File: config.mk
export PLATFORM = sky130hd
export DESIGN_NAME = mbq_ctrl
export DESIGN_NICKNAME = d
export VERILOG_FILES = /design/src/design/mbq_pkg.sv /design/src/design/mbq_ctrl.sv
export SDC_FILE = /design/constraint.sdc
export NUM_CORES = 1
export LEC_CHECK = 0
export BUFFER_PORTS_ARGS = -buffer_cell sky130_fd_sc_hd__buf_2
export CORE_ASPECT_RATIO = 0.75
export CORE_MARGIN = 4
export CORE_UTILIZATION = 30
export CTS_CLUSTER_DIAMETER = 80
export DETAILED_ROUTE_END_ITERATION = 16
export GPL_TIMING_DRIVEN = 0
export PLACE_DENSITY = 0.48
export REMOVE_ABC_BUFFERS = 1
export SLEW_MARGIN = 20
export SYNTH_ARGS = -nofsm -noshare
export SYNTH_HDL_FRONTEND = slang
export SYNTH_SLANG_ARGS = --single-unit
File: constraint.sdc
create_clock -name i_clk -period 1.9 [get_ports i_clk]
set_clock_uncertainty 0.15 [all_clocks]
set_input_delay 0.095 -clock i_clk [delete_from_list [all_inputs] [get_ports i_clk]]
set_output_delay 0.095 -clock i_clk [all_outputs]
set_load 0.05 [all_outputs]
File: src/design/mbq_pkg.sv
// ----------------------------------------------------------------------------
// mbq_pkg: shared types and constants for the cascaded biquad low-pass filter
// Formats, opcodes, coefficient slots, controller states and the command
// struct that joins the controller and the datapath.
// ----------------------------------------------------------------------------
`default_nettype none
package mbq_pkg;

    localparam int CHANNELS_DEF = 8;
    localparam int SECTIONS_DEF = 4;
    localparam int FIELDS_OUT   = 8;

    localparam int SAMPLE_W = 24;
    localparam int OUT_W    = 16;
    localparam int SIG_W    = 48;
    localparam int COEF_W   = 32;
    localparam int NCOEF    = 5;

    localparam logic OP_FILTER = 1'b0;
    localparam logic OP_COEF   = 1'b1;

    typedef enum logic [2:0] {
        SLOT_B0 = 3'd0,
        SLOT_B1 = 3'd1,
        SLOT_B2 = 3'd2,
        SLOT_A1 = 3'd3,
        SLOT_A2 = 3'd4
    } t_slot;

    typedef enum logic [2:0] {
        ST_IDLE,
        ST_LOAD,   // fetch history and coefficients for one section
        ST_MAC,    // five product terms, one per cycle
        ST_SAT,    // saturate, write back history
        ST_DONE    // finished word waits for the output register
    } t_state;

    // controller -> datapath
    typedef struct packed {
        logic       start;     // latch record, clear channel/section
        logic       load;      // read history for current ch/section
        logic       mac;       // accumulate one term
        logic [2:0] term;      // which term
        logic       wb;        // saturate and write back
        logic       push;      // copy finished word into output register
    } t_cmd;

    localparam logic signed [SIG_W-1:0] SIG_MAX = {1'b0, {(SIG_W-1){1'b1}}};
    localparam logic signed [SIG_W-1:0] SIG_MIN = {1'b1, {(SIG_W-1){1'b0}}};

endpackage
`default_nettype wire

File: src/design/mbq_ctrl.sv
// ----------------------------------------------------------------------------
// mbq_ctrl: sequencer for channels, sections and product terms
// Walks channel x section x five terms, then hands the word to the output.
// ----------------------------------------------------------------------------
`default_nettype none
module mbq_ctrl #(
    parameter int CHANNELS = mbq_pkg::CHANNELS_DEF,
    parameter int SECTIONS = mbq_pkg::SECTIONS_DEF
) (
    input  wire logic                         i_clk,
    input  wire logic                         i_rst_n,
    input  wire logic                         i_start,
    input  wire logic                         i_out_taken,
    output mbq_pkg::t_cmd                     o_cmd,
    output logic [$clog2(CHANNELS+1)-1:0]     o_ch,
    output logic [$clog2(SECTIONS+1)-1:0]     o_sec,
    output logic                              o_idle,
    output logic                              o_out_valid
);
    mbq_pkg::t_state r_state, n_state;
    logic [$clog2(CHANNELS+1)-1:0] r_ch, n_ch;
    logic [$clog2(SECTIONS+1)-1:0] r_sec, n_sec;
    logic [2:0] r_term, n_term;
    logic r_full, n_full;

    always_ff @(posedge i_clk) begin
        if (!i_rst_n) begin
            r_state <= mbq_pkg::ST_IDLE;
            r_ch <= '0; r_sec <= '0; r_term <= '0;
            r_full <= 1'b0;
        end else begin
            r_state <= n_state; r_ch <= n_ch; r_sec <= n_sec; r_term <= n_term;
            r_full <= n_full;
        end
    end

    always_comb begin
        n_state = r_state; n_ch = r_ch; n_sec = r_sec; n_term = r_term;
        o_cmd = '0;
        o_cmd.term = r_term;
        case (r_state)
            mbq_pkg::ST_IDLE: begin
                if (i_start) begin
                    o_cmd.start = 1'b1;
                    n_ch = '0; n_sec = '0;
                    n_state = mbq_pkg::ST_LOAD;
                end
            end
            mbq_pkg::ST_LOAD: begin
                o_cmd.load = 1'b1;
                n_term = '0;
                n_state = mbq_pkg::ST_MAC;
            end
            mbq_pkg::ST_MAC: begin
                o_cmd.mac = 1'b1;
                n_term = r_term + 3'd1;
                if (r_term == 3'd4) n_state = mbq_pkg::ST_SAT;
            end
            mbq_pkg::ST_SAT: begin
                o_cmd.wb = 1'b1;
                n_state = mbq_pkg::ST_LOAD;
                if (32'(r_sec) == SECTIONS-1) begin
                    n_sec = '0;
                    if (32'(r_ch) == CHANNELS-1) n_state = mbq_pkg::ST_DONE;
                    else n_ch = r_ch + 1'b1;
                end else begin
                    n_sec = r_sec + 1'b1;
                end
            end
            mbq_pkg::ST_DONE: begin
                // move the word out once the output register is free
                if (!r_full || i_out_taken) begin
                    o_cmd.push = 1'b1;
                    n_state = mbq_pkg::ST_IDLE;
                end
            end
            default: n_state = mbq_pkg::ST_IDLE;
        endcase
        n_full = (r_full && !i_out_taken) || o_cmd.push;
    end

    assign o_ch = r_ch;
    assign o_sec = r_sec;
    assign o_idle = (r_state == mbq_pkg::ST_IDLE);
    assign o_out_valid = r_full;

`ifndef SYNTHESIS
    a_term_range: assert property (@(posedge i_clk) disable iff (!i_rst_n)
        r_state == mbq_pkg::ST_MAC |-> r_term <= 3'd4) else $error("term range");
    a_load_mac: assert property (@(posedge i_clk) disable iff (!i_rst_n)
        r_state == mbq_pkg::ST_LOAD |=> r_state == mbq_pkg::ST_MAC) else $error("load seq");
    a_ch_range: assert property (@(posedge i_clk) disable iff (!i_rst_n)
        32'(r_ch) < CHANNELS) else $error("ch range");
`endif
endmodule
`default_nettype wire

Word level (Yosys, flattened, before mapping) --
Index checks and enable logic that the tools add are counted.
Storage, ports and cells: register bits 14, bits of input ports 4, output and inout port bits 17
Cells by class: $add $sub $neg 3, equality and inequality tests 12, muxes and demuxes 21, reductions and logical operators 11
Operators with widths (number):
- 3-bit 2-to-1 mux | 7
- 3-bit case mux with 5 select lines | 1
- 4-bit 2-to-1 mux | 3
- 3-bit case mux with 2 select lines | 2
- 2-bit != test, second input constant | 5
- 3-bit by 2-bit equality test with 1-bit output, second input constant | 3
- 4-bit case mux with 2 select lines | 1
- 1-bit 2-to-1 mux | 7
- 3-bit by 1-bit adder with 3-bit output, second input constant | 2
- 3-bit equality test, second input constant | 2
- 4-bit by 1-bit adder with 4-bit output, second input constant | 1
- 4-bit by 3-bit equality test with 1-bit output, second input constant | 1
- 4-bit AND reduction | 1
- 2-bit nonzero test | 2
- 3-bit by 1-bit equality test with 1-bit output, second input constant | 1
- 3-bit zero test | 1
- 3-bit AND reduction | 1
- 1-bit zero test | 2
- 1-bit logical OR | 2
- 2-bit AND reduction | 1
- 1-bit logical AND | 1

Longest topological paths before layout --
depth after elaboration 5, mapped depth 5, depth with buffers taken out 4

Worst setup path before layout --
Ideal clock, no wire load.
kind reg-to-output, from reg r_state[1], to out o_idle, arrival time 1.515 ns, path slack 0.140 ns, cell stages (with the launch flop) 3, buffers on the path 1, path through dfxtp_1 > buf_6 > nor3_1
On the way: word-level cells in the longest chain between the ends 1
RTL lines:
- start: declaration | RTL line mbq_ctrl.sv:20 | mbq_pkg::t_state r_state, n_state;
- start signal: assignment | RTL line mbq_ctrl.sv:28 | r_state <= mbq_pkg::ST_IDLE;
- start signal: assignment | RTL line mbq_ctrl.sv:32 | r_state <= n_state; r_ch <= n_ch; r_sec <= n_sec; r_term <= n_term;
- 3-bit zero test | RTL line mbq_ctrl.sv:84 | assign o_idle = (r_state == mbq_pkg::ST_IDLE);
- end: declaration | RTL line mbq_ctrl.sv:17 | output logic o_idle,
Every way passes these cells.

==> reports/results.txt <==
Fin. Hold Viols: 0
Synthesized flop and latch total: 14
CTS Buf Count: 3
Pins Over Slew Limit: 0
Post-Synth Adder-Cell Area: 6.15%
GPL Wtd Cong: 0.723
Mux share of post-synthesis cell area: 3.69%
Hold WC Path Type: in2reg
DR iter-0 viols: 27
Clock-pin slew on the worst setup and hold paths: 0.09 ns
Root buffer cell: clkbuf_4
Post-synth cell types: 34
Initial cell density of the core: 31.3%
N_diodes: 0
Worst path arrival time: 1.55 ns
Grt total ovfl: 0
YS warnings: 0
Die width: 68.1 µm
DRC: 0
WL per Instance: 11.8 µm
First-pass GRT wire length: 3.01 mm
# fillers: 285
Largest family of logic cells by synthesized area: simple AND/OR/NAND/NOR gates
Final net count: 120
Via density: 4.88
Int Pwr: 463 µW
Post-synth EDFFs: 0
Post-synthesis compound-gate area fraction: 12.0%
Worst path required time: 1.65 ns
CP Capture Type: primary output
Post-route minimum period: 1.79 ns
Fin crit share: 94.4%
Sequential area share after synthesis: 34.5%
Finished Layout Cells: 147
Logic pwr share: 20.3%
Total Routed Length: 1.73 mm
Pleak: 0.000446 µW
Final setup vio count: 0
Seq pwr share: 47.1%
Layout cells sized above 1: 32.4%
Clock network power share: 32.6%
Post-synthesis async set-or-reset flop share: 0%
Core ar.: 0.00260 mm²
IO Port Bufs: 20
Clk sinks: 14
# rows: 16
CP Max Fanout: 13
Worst VDD drop: 226 µV
Synthesized cell area: 813 µm²
Clock Path Buffers: 2
# H-tree levels: 1
Tightest Pin Transition: 0.306 ns
Post-Synth XOR/XNOR Area: 1.08%
Post-DP HPWL: 1.29 mm
Power per cell area: 702 mW/mm²
PnR Total Power: 682 µW
Sw Pwr: 220 µW
Pre-antenna DRT Iters: 4
Crit Path Category: reg2out
Post-CTS Setup Repair Bufs: 0
Area grow syn2layout: 19.5%
Tot GR Track Use: 11.0%
RSZ-0062 raised after global routing: no
Slew HR: 79.6%
Placed instance count: 142
Largest net degree at the start of global routing: 14
Sw Ratio: 32.2%
Crit start category: register
Die height: 53.1 µm
Max Clk Rate: 558 MHz
Worst skew pair latency: 0.28 ns
Most common flop cell mapped by yosys: dfxtp_1
Fin Hold WS: 0.0119 ns
# Max-Cap Violations: 0
I/O pins: 21
Vias: 717
CTS tree: built
Setup TNS: 0 ns
Syn_area_per_cell: 8.94 µm²
Initial antenna violation count: 0
Post-synthesis cell count: 91
Outcome: completed
DRT antenna net count: 0
Full die area: 0.00362 mm²
Simple-gate share of the synthesized area: 33.1%
Vias in the first global route: 671
==> cell type report <==
cell class / count / area (µm²) / area share [%]
well taps: 36 / 45.0 / 4.63
repair buffers: 21 / 113 / 11.6
inverters: 9 / 35.0 / 3.60
clock buffers: 4 / 36.3 / 3.73
multi-input cells: 63 / 459 / 47.2
flip-flops and latches: 14 / 284 / 29.2
==> worst paths after layout <==
path                                 end  cells past startpoint        from  slack (ns)
worst max-delay path            o_cmd[6]                      3  r_state[0]        0.11
worst min-delay path            o_sec[1]                      3     i_rst_n        0.01
worst max register to register   o_ch[0]                      4    o_sec[0]        0.37
worst min register to register  o_sec[2]                      2    o_sec[2]        0.32
==> power groups by stage <==
stage               combinational [µW]  clock (µW)  sequential [µW]
CTS                                140         231              321
finish                             139         222              321
floorplan                         92.4           0              334
detailed placement                 134           0              327
global route                       149         243              324
global placement                   134           0              327
==> flip-flops by register name, indices dropped and copies added (netlist names) <==
register	count
o_ch	4
r_state	3
o_out_valid	1
r_term	3
o_sec	3
==> cells by family (layout without fill, tap and decap cells) <==
logic type | count (synthesis) | in the layout
fa+ha+maj | 4 | 4
flops | 14 | 14
xor+xnor | 1 | 1
mux | 3 | 3
buf+inv | 14 | 34
simple gates | 40 | 40
compound gates | 15 | 15
==> cell usage after synthesis (all sizes together) (3+ instances only) <==
cell type	instances	area, µm²
a211oi	3	22.5
a21oi	7	35.0
buf	4	38.8
dfxtp	14	280
ha	4	50.1
inv	8	30.0
mux2i	3	30.0
nand2	6	22.5
nand2b	5	31.3
nand3	7	35.0
nand3b	3	35.0
nor2	3	11.3
nor3	5	30.0
or3b	4	40.0
==> routing by layer <==
layer  vias up  share of wire [%]  global-route usage [%]
met5         -                  0                       0
met4         0                1.4                    3.96
met3         2                6.5                    3.61
met2        19                 43                    17.1
met1       334                 49                    14.2
li1        362                  -                       -
==> through the flow <==
| step | util (%) | setup slack, ns | area, µm² |
|---|---|---|---|
| finish | 37.4 | 0.107 | 972 |
| detailed placement | 35.2 | 0.216 | 916 |
| global placement | 35.2 | 0.206 | 916 |
| global route | 37.4 | 0.00472 | 972 |
| floorplan | - | 0.147 | 771 |
| CTS | 37.3 | 0.00711 | 970 |
==> critical path: stages (launching register included) <==
cell	delay (ns)
dfxtp_2	0.48
or3b_1	0.43
inv_1	0.09
buf_2	0.26
==> cells in the final DEF, fill, tap and decap left out, types with 2 or more instances in the layout <==
cell type  instances
nand2_1            6
dfxtp_1           11
nand2b_1           5
dfxtp_2            3
inv_1              7
nor2_1             3
nand3_1            7
or3b_4             2
nor3_1             4
a21oi_1            7
or3b_1             2
buf_2             19
clkbuf_4           3
mux2i_1            3
ha_1               4
a211oi_1           3
nand3b_1           2
==> timing repair <==
| item | 4_1_cts | 5_1_grt |
|---|---|---|
| endpoints found under the hold margin | 1 | 0 |
| hold buffers | 1 | 0 |
| setup endpoints to repair | 2 | 3 |
| resized for setup | 3 | 2 |
| cloned | 0 | 0 |
(Power assumes the default switching activity.)
